<file path="src/rtl/lhist_pkg.sv">
// Shared constants, types and helpers for the log2 latency histogram.
package lhist_pkg;

  localparam int NUM_BINS  = 32;
  localparam int NS_PER_MS = 1000000;

  localparam int CMD_W   = 2;
  localparam int TS_W    = 64;
  localparam int SEL_W   = 5;
  localparam int BIN_W   = 5;
  localparam int COUNT_W = 32;

  localparam int ADDR_W = $clog2(NUM_BINS);
  // wide enough to hold any select value and NUM_BINS itself
  localparam int IDX_W  = ((ADDR_W > SEL_W) ? ADDR_W : SEL_W) + 1;

  localparam int FIFO_DEPTH = 4;
  localparam int FIFO_PTR_W = $clog2(FIFO_DEPTH);

  localparam logic [CMD_W-1:0] CMD_ENTRY = 2'd0;
  localparam logic [CMD_W-1:0] CMD_EXIT  = 2'd1;
  localparam logic [CMD_W-1:0] CMD_READ  = 2'd2;

  typedef struct packed {
    logic              is_read;
    logic              oob;
    logic [ADDR_W-1:0] addr;
    logic [BIN_W-1:0]  out_bin;
  } lhist_job_t;

  // Lower edge of bin j in ns: NS_PER_MS * 2^j. Values past 2^64 saturate to
  // 2^64 so a 65-bit compare against the elapsed time never hits them.
  function automatic logic [TS_W:0] bin_thresh(input int j);
    logic [127:0] t;
    t = 128'(NS_PER_MS) << j;
    if (t[127:TS_W] != '0) begin
      bin_thresh = {1'b1, {TS_W{1'b0}}};
    end else begin
      bin_thresh = {1'b0, t[TS_W-1:0]};
    end
  endfunction

endpackage

</file>
<file path="src/rtl/lhist_if.sv">
// Handshake channels for event input and histogram results.
interface lhist_in_if
  import lhist_pkg::*;
();
  logic             valid;
  logic             ready;
  logic [CMD_W-1:0] cmd;
  logic [TS_W-1:0]  timestamp;
  logic [SEL_W-1:0] bin_select;

  modport source(output valid, cmd, timestamp, bin_select, input ready);
  modport sink(input valid, cmd, timestamp, bin_select, output ready);
endinterface

interface lhist_out_if
  import lhist_pkg::*;
();
  logic               valid;
  logic               ready;
  logic [BIN_W-1:0]   bin;
  logic [COUNT_W-1:0] count;

  modport source(output valid, bin, count, input ready);
  modport sink(input valid, bin, count, output ready);
endinterface

</file>
<file path="src/rtl/log2_latency_histogram_top.sv">
// Top level of the log2 latency histogram engine.
//
//  channel | dir | word                          | handshake
//  in_ch   | in  | cmd, timestamp, bin_select    | valid/ready
//  out_ch  | out | bin, count                    | valid/ready
//
// One word per cycle is accepted and one result per cycle delivered when
// nothing stalls; an exit or read result passes through the two front stages,
// the job queue, the bin read stage and the result register.
// Entry words update the start time and leave no result.
// Synchronous active-low reset clears start time and all bins at once
// through per-bin valid flags; no clearing pass is needed.
// A stalled output fills the four-entry queue before in_ch.ready drops.
module log2_latency_histogram_top
  import lhist_pkg::*;
(
  input  logic        clk,
  input  logic        rst_n,
  lhist_in_if.sink    in_ch,
  lhist_out_if.source out_ch
);

  logic       push;
  logic       q_full;
  logic       q_empty;
  logic       pop;
  lhist_job_t push_job;
  lhist_job_t head_job;

  lhist_front u_front (
    .clk      (clk),
    .rst_n    (rst_n),
    .in_ch    (in_ch),
    .push     (push),
    .push_job (push_job),
    .q_full   (q_full)
  );

  lhist_fifo u_fifo (
    .clk      (clk),
    .rst_n    (rst_n),
    .push     (push),
    .push_job (push_job),
    .full     (q_full),
    .pop      (pop),
    .head_job (head_job),
    .empty    (q_empty)
  );

  lhist_back u_back (
    .clk       (clk),
    .rst_n     (rst_n),
    .job_valid (!q_empty),
    .job       (head_job),
    .pop       (pop),
    .out_ch    (out_ch)
  );

endmodule

</file>
<file path="src/rtl/lhist_fifo.sv">
// Small job queue between the classify front end and the histogram back end.
module lhist_fifo
  import lhist_pkg::*;
(
  input  logic       clk,
  input  logic       rst_n,
  input  logic       push,
  input  lhist_job_t push_job,
  output logic       full,
  input  logic       pop,
  output lhist_job_t head_job,
  output logic       empty
);

  lhist_job_t            q_mem [FIFO_DEPTH];
  logic [FIFO_PTR_W-1:0] wr_ptr_r;
  logic [FIFO_PTR_W-1:0] rd_ptr_r;
  logic [FIFO_PTR_W:0]   count_r;
  logic [FIFO_PTR_W:0]   count_nxt;

  assign full     = (count_r == (FIFO_PTR_W+1)'(FIFO_DEPTH));
  assign empty    = (count_r == '0);
  assign head_job = q_mem[rd_ptr_r];

  always_comb begin
    count_nxt = count_r;
    if (push && !pop) begin
      count_nxt = count_r + 1'b1;
    end else if (pop && !push) begin
      count_nxt = count_r - 1'b1;
    end
  end

  always_ff @(posedge clk) begin
    if (!rst_n) begin
      wr_ptr_r <= '0;
      rd_ptr_r <= '0;
      count_r  <= '0;
    end else begin
      if (push) begin
        wr_ptr_r <= wr_ptr_r + 1'b1;
      end
      if (pop) begin
        rd_ptr_r <= rd_ptr_r + 1'b1;
      end
      count_r <= count_nxt;
    end
  end

  always_ff @(posedge clk) begin
    if (push) begin
      q_mem[wr_ptr_r] <= push_job;
    end
  end

  a_no_overflow: assert property (@(posedge clk) disable iff (!rst_n)
    push |-> !full || pop) else $error("queue push while full");

  a_no_underflow: assert property (@(posedge clk) disable iff (!rst_n)
    pop |-> !empty) else $error("queue pop while empty");

  a_count_bound: assert property (@(posedge clk) disable iff (!rst_n)
    count_r <= (FIFO_PTR_W+1)'(FIFO_DEPTH)) else $error("queue count out of range");

endmodule

</file>
<file path="src/rtl/lhist_front.sv">
// Front end: takes event words, tracks start time, maps elapsed time (or a read select) to a bin.
module lhist_front
  import lhist_pkg::*;
(
  input  logic       clk,
  input  logic       rst_n,
  lhist_in_if.sink   in_ch,
  output logic       push,
  output lhist_job_t push_job,
  input  logic       q_full
);

  logic [TS_W-1:0]     start_r;
  logic                f1_valid_r;
  logic                f1_read_r;
  logic [TS_W-1:0]     f1_diff_r;
  logic [SEL_W-1:0]    f1_sel_r;
  logic                f2_valid_r;
  logic                f2_read_r;
  logic [NUM_BINS-1:1] f2_therm_r;
  logic [SEL_W-1:0]    f2_sel_r;

  logic                adv;
  logic                in_fire;
  logic                is_entry;
  logic                is_job;
  logic                is_read;
  logic [NUM_BINS-1:1] therm;
  logic [ADDR_W-1:0]   slot;
  logic [IDX_W-1:0]    sel_idx;

  assign adv         = !f2_valid_r || !q_full;
  assign in_ch.ready = adv;
  assign in_fire     = in_ch.valid && in_ch.ready;

  always_comb begin
    is_entry = 1'b0;
    is_job   = 1'b0;
    is_read  = 1'b0;
    unique case (in_ch.cmd)
      CMD_ENTRY: is_entry = 1'b1;
      CMD_EXIT:  is_job   = 1'b1;
      CMD_READ: begin
        is_job  = 1'b1;
        is_read = 1'b1;
      end
      default: ;
    endcase
  end

  // elapsed >= 1e6 * 2^j  <=>  floor(ms) >= 2^j; result is a thermometer code
  always_comb begin
    for (int j = 1; j < NUM_BINS; j++) begin
      therm[j] = ({1'b0, f1_diff_r} >= bin_thresh(j));
    end
  end

  // highest set bit; clamps to NUM_BINS-1 by construction
  always_comb begin
    slot = '0;
    for (int j = 1; j < NUM_BINS; j++) begin
      if (f2_therm_r[j]) begin
        slot = ADDR_W'(j);
      end
    end
  end

  assign sel_idx = IDX_W'(f2_sel_r);

  always_comb begin
    push_job.is_read = f2_read_r;
    push_job.oob     = f2_read_r && (sel_idx >= IDX_W'(NUM_BINS));
    push_job.addr    = f2_read_r ? ADDR_W'(sel_idx) : slot;
    push_job.out_bin = f2_read_r ? f2_sel_r : BIN_W'(slot);
  end

  assign push = f2_valid_r && !q_full;

  always_ff @(posedge clk) begin
    if (!rst_n) begin
      start_r    <= '0;
      f1_valid_r <= 1'b0;
      f2_valid_r <= 1'b0;
    end else begin
      if (in_fire && is_entry) begin
        start_r <= in_ch.timestamp;
      end
      if (adv) begin
        f1_valid_r <= in_fire && is_job;
        f2_valid_r <= f1_valid_r;
      end
    end
  end

  always_ff @(posedge clk) begin
    if (adv) begin
      f1_diff_r  <= in_ch.timestamp - start_r;
      f1_read_r  <= is_read;
      f1_sel_r   <= in_ch.bin_select;
      f2_therm_r <= therm;
      f2_read_r  <= f1_read_r;
      f2_sel_r   <= f1_sel_r;
    end
  end

  a_entry_sets_start: assert property (@(posedge clk) disable iff (!rst_n)
    in_fire && in_ch.cmd == CMD_ENTRY |=> start_r == $past(in_ch.timestamp))
    else $error("start time not taken from entry word");

  a_entry_no_job: assert property (@(posedge clk) disable iff (!rst_n)
    adv && in_fire && in_ch.cmd == CMD_ENTRY |=> !f1_valid_r)
    else $error("entry word produced a job");

endmodule

</file>
<file path="src/rtl/lhist_back.sv">
// Back end: bin counter read-modify-write with forwarding and result register.
module lhist_back
  import lhist_pkg::*;
(
  input  logic        clk,
  input  logic        rst_n,
  input  logic        job_valid,
  input  lhist_job_t  job,
  output logic        pop,
  lhist_out_if.source out_ch
);

  logic [COUNT_W-1:0] hist_mem [NUM_BINS];
  logic [NUM_BINS-1:0] bin_vld_r;

  logic               b1_valid_r;
  logic               b1_read_r;
  logic               b1_oob_r;
  logic [ADDR_W-1:0]  b1_addr_r;
  logic [BIN_W-1:0]   b1_bin_r;
  logic [COUNT_W-1:0] mem_q_r;
  logic               ent_vld_r;
  logic               fwd_r;
  logic [COUNT_W-1:0] fwd_data_r;

  logic               out_valid_r;
  logic [BIN_W-1:0]   out_bin_r;
  logic [COUNT_W-1:0] out_count_r;

  logic               b1_adv;
  logic               load;
  logic               wr_en;
  logic [COUNT_W-1:0] cur;
  logic [COUNT_W-1:0] wr_data;
  logic [COUNT_W-1:0] res_count;

  assign b1_adv = b1_valid_r && (!out_valid_r || out_ch.ready);
  assign load   = job_valid && (!b1_valid_r || b1_adv);
  assign pop    = load;

  // a bin never written since reset counts as zero
  assign cur       = fwd_r ? fwd_data_r : (ent_vld_r ? mem_q_r : '0);
  assign wr_data   = cur + 1'b1;
  assign wr_en     = b1_adv && !b1_read_r;
  assign res_count = b1_read_r ? (b1_oob_r ? '0 : cur) : wr_data;

  always_ff @(posedge clk) begin
    if (wr_en) begin
      hist_mem[b1_addr_r] <= wr_data;
    end
    if (load) begin
      mem_q_r <= hist_mem[job.addr];
    end
  end

  always_ff @(posedge clk) begin
    if (!rst_n) begin
      bin_vld_r   <= '0;
      b1_valid_r  <= 1'b0;
      fwd_r       <= 1'b0;
      out_valid_r <= 1'b0;
    end else begin
      if (wr_en) begin
        bin_vld_r[b1_addr_r] <= 1'b1;
      end
      if (load || b1_adv) begin
        b1_valid_r <= load;
      end
      if (load) begin
        // same-bin write this edge: take its data, not the stale read
        fwd_r <= wr_en && (b1_addr_r == job.addr);
      end
      if (b1_adv) begin
        out_valid_r <= 1'b1;
      end else if (out_ch.ready) begin
        out_valid_r <= 1'b0;
      end
    end
  end

  always_ff @(posedge clk) begin
    if (load) begin
      b1_read_r  <= job.is_read;
      b1_oob_r   <= job.oob;
      b1_addr_r  <= job.addr;
      b1_bin_r   <= job.out_bin;
      ent_vld_r  <= bin_vld_r[job.addr];
      fwd_data_r <= wr_data;
    end
    if (b1_adv) begin
      out_bin_r   <= b1_bin_r;
      out_count_r <= res_count;
    end
  end

  assign out_ch.valid = out_valid_r;
  assign out_ch.bin   = out_bin_r;
  assign out_ch.count = out_count_r;

  a_write_marks_valid: assert property (@(posedge clk) disable iff (!rst_n)
    wr_en |=> bin_vld_r[$past(b1_addr_r)]) else $error("written bin not marked valid");

  a_fwd_after_write: assert property (@(posedge clk) disable iff (!rst_n)
    $rose(fwd_r) |-> $past(wr_en)) else $error("forward without a write");

endmodule

</file>
<file path="src/flat_wrapper.sv">
// flat-port wrapper written by rule: the top's interface ports become plain ports
module log2_latency_histogram_top_flat import lhist_pkg::*;
  (clk, rst_n, in_ch_valid, in_ch_cmd, in_ch_timestamp, in_ch_bin_select, in_ch_ready, out_ch_valid, out_ch_bin, out_ch_count, out_ch_ready);
  lhist_in_if in_ch_i ();
  lhist_out_if out_ch_i ();
  input  logic clk;
  input  logic rst_n;
  input wire logic [$bits(in_ch_i.valid)-1:0] in_ch_valid;
  input wire logic [$bits(in_ch_i.cmd)-1:0] in_ch_cmd;
  input wire logic [$bits(in_ch_i.timestamp)-1:0] in_ch_timestamp;
  input wire logic [$bits(in_ch_i.bin_select)-1:0] in_ch_bin_select;
  output wire logic [$bits(in_ch_i.ready)-1:0] in_ch_ready;
  output wire logic [$bits(out_ch_i.valid)-1:0] out_ch_valid;
  output wire logic [$bits(out_ch_i.bin)-1:0] out_ch_bin;
  output wire logic [$bits(out_ch_i.count)-1:0] out_ch_count;
  input wire logic [$bits(out_ch_i.ready)-1:0] out_ch_ready;
  assign in_ch_i.valid = in_ch_valid;
  assign in_ch_i.cmd = in_ch_cmd;
  assign in_ch_i.timestamp = in_ch_timestamp;
  assign in_ch_i.bin_select = in_ch_bin_select;
  assign in_ch_ready = in_ch_i.ready;
  assign out_ch_valid = out_ch_i.valid;
  assign out_ch_bin = out_ch_i.bin;
  assign out_ch_count = out_ch_i.count;
  assign out_ch_i.ready = out_ch_ready;
  log2_latency_histogram_top u_core (.clk(clk), .rst_n(rst_n), .in_ch(in_ch_i), .out_ch(out_ch_i));
endmodule
</file>
<file path="config.mk">
export PLATFORM = sky130hd
export DESIGN_NAME = log2_latency_histogram_top_flat
export DESIGN_NICKNAME = d
export VERILOG_FILES = /design/src/rtl/lhist_pkg.sv /design/src/rtl/lhist_if.sv /design/src/rtl/log2_latency_histogram_top.sv /design/src/rtl/lhist_fifo.sv /design/src/rtl/lhist_front.sv /design/src/rtl/lhist_back.sv /design/src/flat_wrapper.sv
export SDC_FILE = /design/constraint.sdc
export NUM_CORES = 2
export LEC_CHECK = 0
export BUFFER_PORTS_ARGS = -buffer_cell sky130_fd_sc_hd__buf_4
export CAP_MARGIN = 10
export CORE_ASPECT_RATIO = 1.1
export CORE_MARGIN = 5
export CORE_UTILIZATION = 45
export DETAILED_ROUTE_END_ITERATION = 12
export GPL_ROUTABILITY_DRIVEN = 0
export GPL_TIMING_DRIVEN = 0
export MAX_ROUTING_LAYER = met4
export PLACE_DENSITY = 0.71
export SLEW_MARGIN = 20
export SYNTH_ARGS = -nofsm -noshare
export SYNTH_HDL_FRONTEND = slang
export SYNTH_SLANG_ARGS = --single-unit
</file>
<file path="constraint.sdc">
create_clock -name clk -period 14.7 [get_ports clk]
set_clock_uncertainty 0.2 [all_clocks]
set_input_delay 2.94 -clock clk [delete_from_list [all_inputs] [get_ports clk]]
set_output_delay 2.94 -clock clk [all_outputs]
set_load 0.1 [all_outputs]
</file>
* Yosys cells after proc, flatten, opt, wreduce, memory -nomap -nowiden
Memory sizes are Yosys's and may differ from the RTL's. A register that Yosys moved wholly into a read port is not among the register bits.
Cells that the tools add are included.
** Word-level totals
- Flip-flop bits (word level) :: 297
- Memory bits (writable) :: 1072
- Output and inout port bits :: 39
- Logic and storage cells :: 154
- Memories :: 2
** Memories
- u_core.u_back.hist_mem :: depth 32, bits a word 32, read ports 1, clocked after Yosys merged registers in 1, write ports 1, RTL line lhist_back.sv:13 : logic [COUNT_W-1:0] hist_mem [NUM_BINS];
- u_core.u_fifo.q_mem :: depth 4, bits a word 12, read ports 1, clocked after Yosys merged registers in 1, write ports 1, RTL line lhist_fifo.sv:15 : lhist_job_t q_mem [FIFO_DEPTH];
** Cells by class
- $add $sub $neg :: 6
- Order comparisons :: 35
- Eq/ne operators :: 4
- Muxes and demuxes :: 53
- Bitwise logic cells :: 1
- Reductions and logical operators :: 29
** Operators with widths (count)
- 2-to-1 mux 5 bit :: 31
- 2-to-1 mux 32 bit :: 4
- >= comparator 64 x 21 -> 1 bit, second input constant :: 1
- >= comparator 64 x 22 -> 1 bit, second input constant :: 1
- >= comparator 64 x 23 -> 1 bit, second input constant :: 1
- >= comparator 64 x 24 -> 1 bit, second input constant :: 1
- >= comparator 64 x 25 -> 1 bit, second input constant :: 1
- >= comparator 64 x 26 -> 1 bit, second input constant :: 1
- >= comparator 64 x 27 -> 1 bit, second input constant :: 1
- >= comparator 64 x 28 -> 1 bit, second input constant :: 1
- >= comparator 64 x 29 -> 1 bit, second input constant :: 1
- >= comparator 64 x 30 -> 1 bit, second input constant :: 1
- >= comparator 64 x 31 -> 1 bit, second input constant :: 1
- >= comparator 64 x 32 -> 1 bit, second input constant :: 1
- >= comparator 64 x 33 -> 1 bit, second input constant :: 1
- >= comparator 64 x 34 -> 1 bit, second input constant :: 1
- >= comparator 64 x 35 -> 1 bit, second input constant :: 1
- >= comparator 64 x 36 -> 1 bit, second input constant :: 1
- >= comparator 64 x 37 -> 1 bit, second input constant :: 1
- >= comparator 64 x 38 -> 1 bit, second input constant :: 1
- >= comparator 64 x 39 -> 1 bit, second input constant :: 1
- >= comparator 64 x 40 -> 1 bit, second input constant :: 1
- >= comparator 64 x 41 -> 1 bit, second input constant :: 1
- >= comparator 64 x 42 -> 1 bit, second input constant :: 1
- other kinds (34) :: 71

* Longest topological paths before layout
- Word-level depth :: 32
- Gate-level depth with buffers :: 18
- Depth with buffers taken out :: 12

* Modules after synthesis
Synthesis repeated with hierarchy kept, for this count alone.
** Second synthesis, totals
- Cells, all modules :: 3409
- Area total of the unflattened synthesis :: 58875.2 µm²
** By module, submodules not included
- lhist_back :: instances 1, cells an instance 2034, area each 45711.3 µm², sequential area each 34873.4 µm²
- lhist_front :: instances 1, cells an instance 1269, area each 10979.3 µm², sequential area each 4324.1 µm²
- lhist_fifo :: instances 1, cells an instance 105, area each 2180.8 µm², sequential area each 1621.6 µm²
- log2_latency_histogram_top :: instances 1, cells an instance 1, area each 3.8 µm², sequential area each 0.0 µm²

* Least setup slack after synthesis
OpenSTA, ideal clock, no wires.
- Kind :: in2reg
- Start :: input port out_ch_ready
- End :: memory u_core.u_back.hist_mem[20][0] (enable)
- Arrival :: 7.682 ns
- Data required time :: 14.037 ns
- Slack :: 6.355 ns
- Stages :: 6
- Path buffers :: 1
- Path through :: nor2b_1 -> nor2b_1 -> and2_0 -> clkbuf_1 -> nand4b_1 -> nor3_1
** Between the ends
- Cells in the longest elaborated chain, start to end :: 5
** RTL lines
- start, declared :: RTL line flat_wrapper.sv:16 : input wire logic [$bits(out_ch_i.ready)-1:0] out_ch_ready;
- logical OR 1 bit :: RTL line lhist_back.sv:37 : assign b1_adv = b1_valid_r && (!out_valid_r || out_ch.ready);
- logical AND 1 bit :: RTL line lhist_back.sv:37
- net u_core.u_back.b1_adv :: RTL line lhist_back.sv:30 : logic b1_adv;
- logical AND 1 bit :: RTL line lhist_back.sv:44 : assign wr_en = b1_adv && !b1_read_r;
- 2-to-1 mux 1 bit :: RTL line lhist_back.sv:48 : if (wr_en) begin
- 2-to-1 mux 1 bit (not written as such) :: RTL line lhist_back.sv:49 : hist_mem[b1_addr_r] <= wr_data;
- end, declared :: RTL line lhist_back.sv:13
The timed path passes the listed nets, and every way through them passes these cells.

* Final worst setup path
- Start :: register u_core.u_back.fwd_r
- End :: memory u_core.u_back.hist_mem[6][30] (data pin)
** Between the ends
- Cells in the longest elaborated chain, start to end :: 2
** RTL lines
- start, declared :: RTL line lhist_back.sv:23 : logic fwd_r;
- start signal, assigned :: RTL line lhist_back.sv:71 : fwd_r <= wr_en && (b1_addr_r == job.addr);
- 2-to-1 mux 32 bit :: RTL line lhist_back.sv:42 : assign cur = fwd_r ? fwd_data_r : (ent_vld_r ? mem_q_r : '0);
- adder 32 x 1 -> 32 bit :: RTL line lhist_back.sv:43 : assign wr_data = cur + 1'b1;
- net u_core.u_back.wr_data[30] :: RTL line lhist_back.sv:34 : logic [COUNT_W-1:0] wr_data;
The timed path passes the listed nets, and every way through them passes these cells.

==> results.yml <==
layout:
  final_cells: 5507
  fillerInstances: 9838
  fin_nets: 3870
  area_delta_synth_final_pct: 16.72
  regArea_um2: 39920
  drive_gt1_share_pct: 23.40
  multi_input_area_um2: 16950
clocking:
  cts-resized-gates: 0
  cts.sinks: 1366
  cts_tree: "yes"
  clk_path_buf_depth: 3
  numCtsBuffers: 142
  insertion_delay_ps: 760
  clk_pin_slew_worst_paths_ps: 60
  postCtsSetupBuffers: 0
  cts_hold_buffers: 0
  clock-root-buffer: "clkbuf_16"
  htree_levels: 4
timing:
  worstMarginPinSlew_ps: 1156
  hold_ws_ps: 218.8
  slew_violations: 0
  fin_crit_sh_pct: 52.46
  fmax_mhz: 129.7
  fin_setup_tns_ps: 0
  period_minus_slack_ps: 7711
  setup_viol: 0
  rsz0062_at_grt: "false"
  maxSlewHeadroom_pct: 22.93
  hold_viol: 0
yosys:
  synth_warnings: 0
  yosys.area_share.simple_pct: 5.605
  avgSynthCellArea_um2: 17.04
  synth-adder-area-share_pct: 1.615
  synth_top_family_by_area: "multiplexers"
  syn_nets: 3523
  synth-compound-area-share_pct: 5.694
  synth_mux_area_share_pct: 13.86
  synth_top_flop_cell: "edfxtp_1"
  synth-seq-cells: 1366
  synth_enable_flop_cells: 1256
  ys_seq_area_share_pct: 69.42
  ys_types: 77
  synth_xor_area_share_pct: 1.858
  synth_cells: 3375
  netlist_area_um2: 57500
  async_flop_share_pct: 0
critical_path:
  crit_required_ps: 14920
  worstPathArrival_ps: 7930
  crit_start: "u_core.u_back.fwd_r"
  cp_num_buf_inv: 7
  path_max_fanout: 33
  r2r-start: "u_core.u_back.fwd_r"
  crit_slowest_cell: "xor2_4"
  cp_top_family: "simple AND/OR/NAND/NOR gates"
  path_class: "register to register"
  cp_cell_sequence: "buf_6, buf_8, buf_12, clkbuf_1, clkbuf_1, buf_1, nand2_1, o21ai_0, ha_1, a21boi_1, nand4_1, or3_1, or3_1, clkbuf_1, nor2_1, nand2_1, or3_1, xor2_4"
  endpoint_kind: "register"
  critPathLaunchType: "register"
  crit_path_max_incr_delay_ps: 690
power:
  total_power_mw: 11.94
  p_leak_nw: 21.85
  power_density_nw_per_um2: 177.9
  seqPwrFrac_pct: 42.6
  p_switching_mw: 3.708
  ir_drop_uv: 131.6
  internal_power_mw: 8.232
  power.share.switching_pct: 31.06
  p_clk_share_pct: 29.3
  p_comb_share_pct: 28.1
place:
  port_buffers: 112
  dp_cells: 5246
  place_hpwl_um: 97320
die:
  core_um2: 126800
  die_area_um2: 135000
  die_width_um: 350.8
  start_util_pct: 45.33
  die_y_um: 384.9
  ios: 114
  core.rowCount: 137
flow_run:
  maxCapViolations: 0
outcome:
  status: "complete, no violations"
route:
  post_drt_wl_per_cell_um: 25.54
  viasPerCell: 5.874
  drc: 0
  first_pass_iters: 6
  via_count: 32346
  drt.antenna.violating_nets: 0
  drt-total-wl_um: 140700
  drt_iter0_markers: 3315
global_route:
  antenna_found_initial: 2
  grt-ovfl-total: 0
  grt.total_usage_pct: 21.53
  grt_pass1_wl_um: 209200
  grt_pass1_vias: 32968
  grt_max_degree: 58
worst_hold_path:
  holdCritStartpoint: "u_core.u_front.f1_read_r"
  hold_class: "register to register"
## synth_stat cells, types with 14 or more instances
master,number,share of area (%)
edfxtp_1,1256,66
o21ai_0,47,0.41
a21o_1,41,0.54
o21a_1,45,0.59
or3_1,25,0.27
o21bai_1,16,0.21
a211oi_1,14,0.18
and3_1,16,0.17
nand2_1,262,1.7
mux4_2,336,13
xnor2_1,66,1.0
a22oi_1,20,0.26
nor3_1,32,0.28
nor2_1,143,0.93
nor2b_1,15,0.16
dfxtp_1,110,3.8
buf_1,23,0.15
and2_1,14,0.15
a21boi_0,72,0.94
inv_1,104,0.68
clkbuf_1,151,0.99
nor4_1,24,0.26
mux2_2,34,0.67
nand3_1,51,0.44
nand4_1,29,0.32
ha_1,71,1.5
a21oi_1,120,1.0
o31ai_1,17,0.22
xor2_1,56,0.85
## layout by cell type, fill, tap and decap left out, drive strengths merged, types with 11 or more instances in the layout
cell       n
a211oi    14
a21boi    74
a21o      41
a21oi    120
a22oi     20
and2      16
and3      16
buf      227
clkbuf   340
clkinv    57
dfxtp    110
edfxtp  1256
ha        71
inv      109
mux2      34
mux4     336
nand2    264
nand2b    11
nand3     51
nand3b    11
nand4     30
nor2     144
nor2b     15
nor3      36
nor4      24
o211ai    13
o21a      45
o21ai     51
o21bai    16
o311ai    11
o31a      13
o31ai     17
or3       27
xnor2     66
xor2      56
## cell type report
type                            instances  area share, %
Antenna cell                            5        0.01864
Buffer                                183          1.135
Clock buffer                          181          5.697
Clock inverter                         75          1.130
Inverter                              104         0.5891
Multi-Input combinational cell       1722          25.26
Sequential cell                      1366          59.47
Tap cell                             1668          3.109
Timing Repair Buffer                  203          3.589
## final timing paths
kind	slack, ps	to	cells after the start
max	6990	u_core.u_back.hist_mem[6][30]	18
min	220	u_core.u_front.f2_read_r	0
max reg2reg	6990	u_core.u_back.hist_mem[6][30]	18
min reg2reg	220	u_core.u_front.f2_read_r	0
## flip-flops by register name, summed over array words and instances, names as in the netlist, 31 cells and up, named ones only
signal	count
u_core.u_back.hist_mem	1024
u_core.u_front.start_r	64
u_core.u_front.f1_diff_r	57
u_core.u_back.bin_vld_r	32
u_core.u_back.fwd_data_r	32
u_core.u_back.mem_q_r	32
u_core.u_back.out_ch.count	32
u_core.u_front.f2_therm_r	31
## stage by stage
stage	setup WS [ps]	area, um2	util [%]
6_report	6989	67120	52.91
3_3_place_gp	1494	60430	47.64
3_5_place_dp	7360	62510	49.28
4_1_cts	7177	67090	52.89
5_1_grt	6803	67110	52.91
2_1_floorplan	6355	57500	-
## routing by layer
| layer | GRT usage [%] | vias up | wire [um] |
|---|---|---|---|
| met2 | 36.07 | 1462 | 71520 |
| met3 | 4.017 | 327 | 10740 |
| met5 | - | - | 0 |
| met4 | 8.632 | 0 | 6020 |
| met1 | 26.04 | 16462 | 52390 |
| li1 | - | 14095 | - |
## power groups by stage
stage / Sequential [mW] / Combinational [mW] / Clock, mW
finish: 5.09 / 3.35 / 3.50
global route: 5.11 / 3.54 / 3.73
CTS: 5.09 / 3.36 / 3.54
detailed placement: 5.17 / 3.33 / 0
global placement: 5.21 / 3.06 / 0
floorplan: 5.39 / 1.92 / 0
## logic make-up after synthesis
logic type	after synthesis
buffers and inverters	287
xor gates and xnor gates	122
DFF	1366
AOI/OAI and AO/OA	481
muxes	372
and+or+nand+nor	674
adders and majority gates	73
Note: power is estimated with default switching activity, not from simulation.
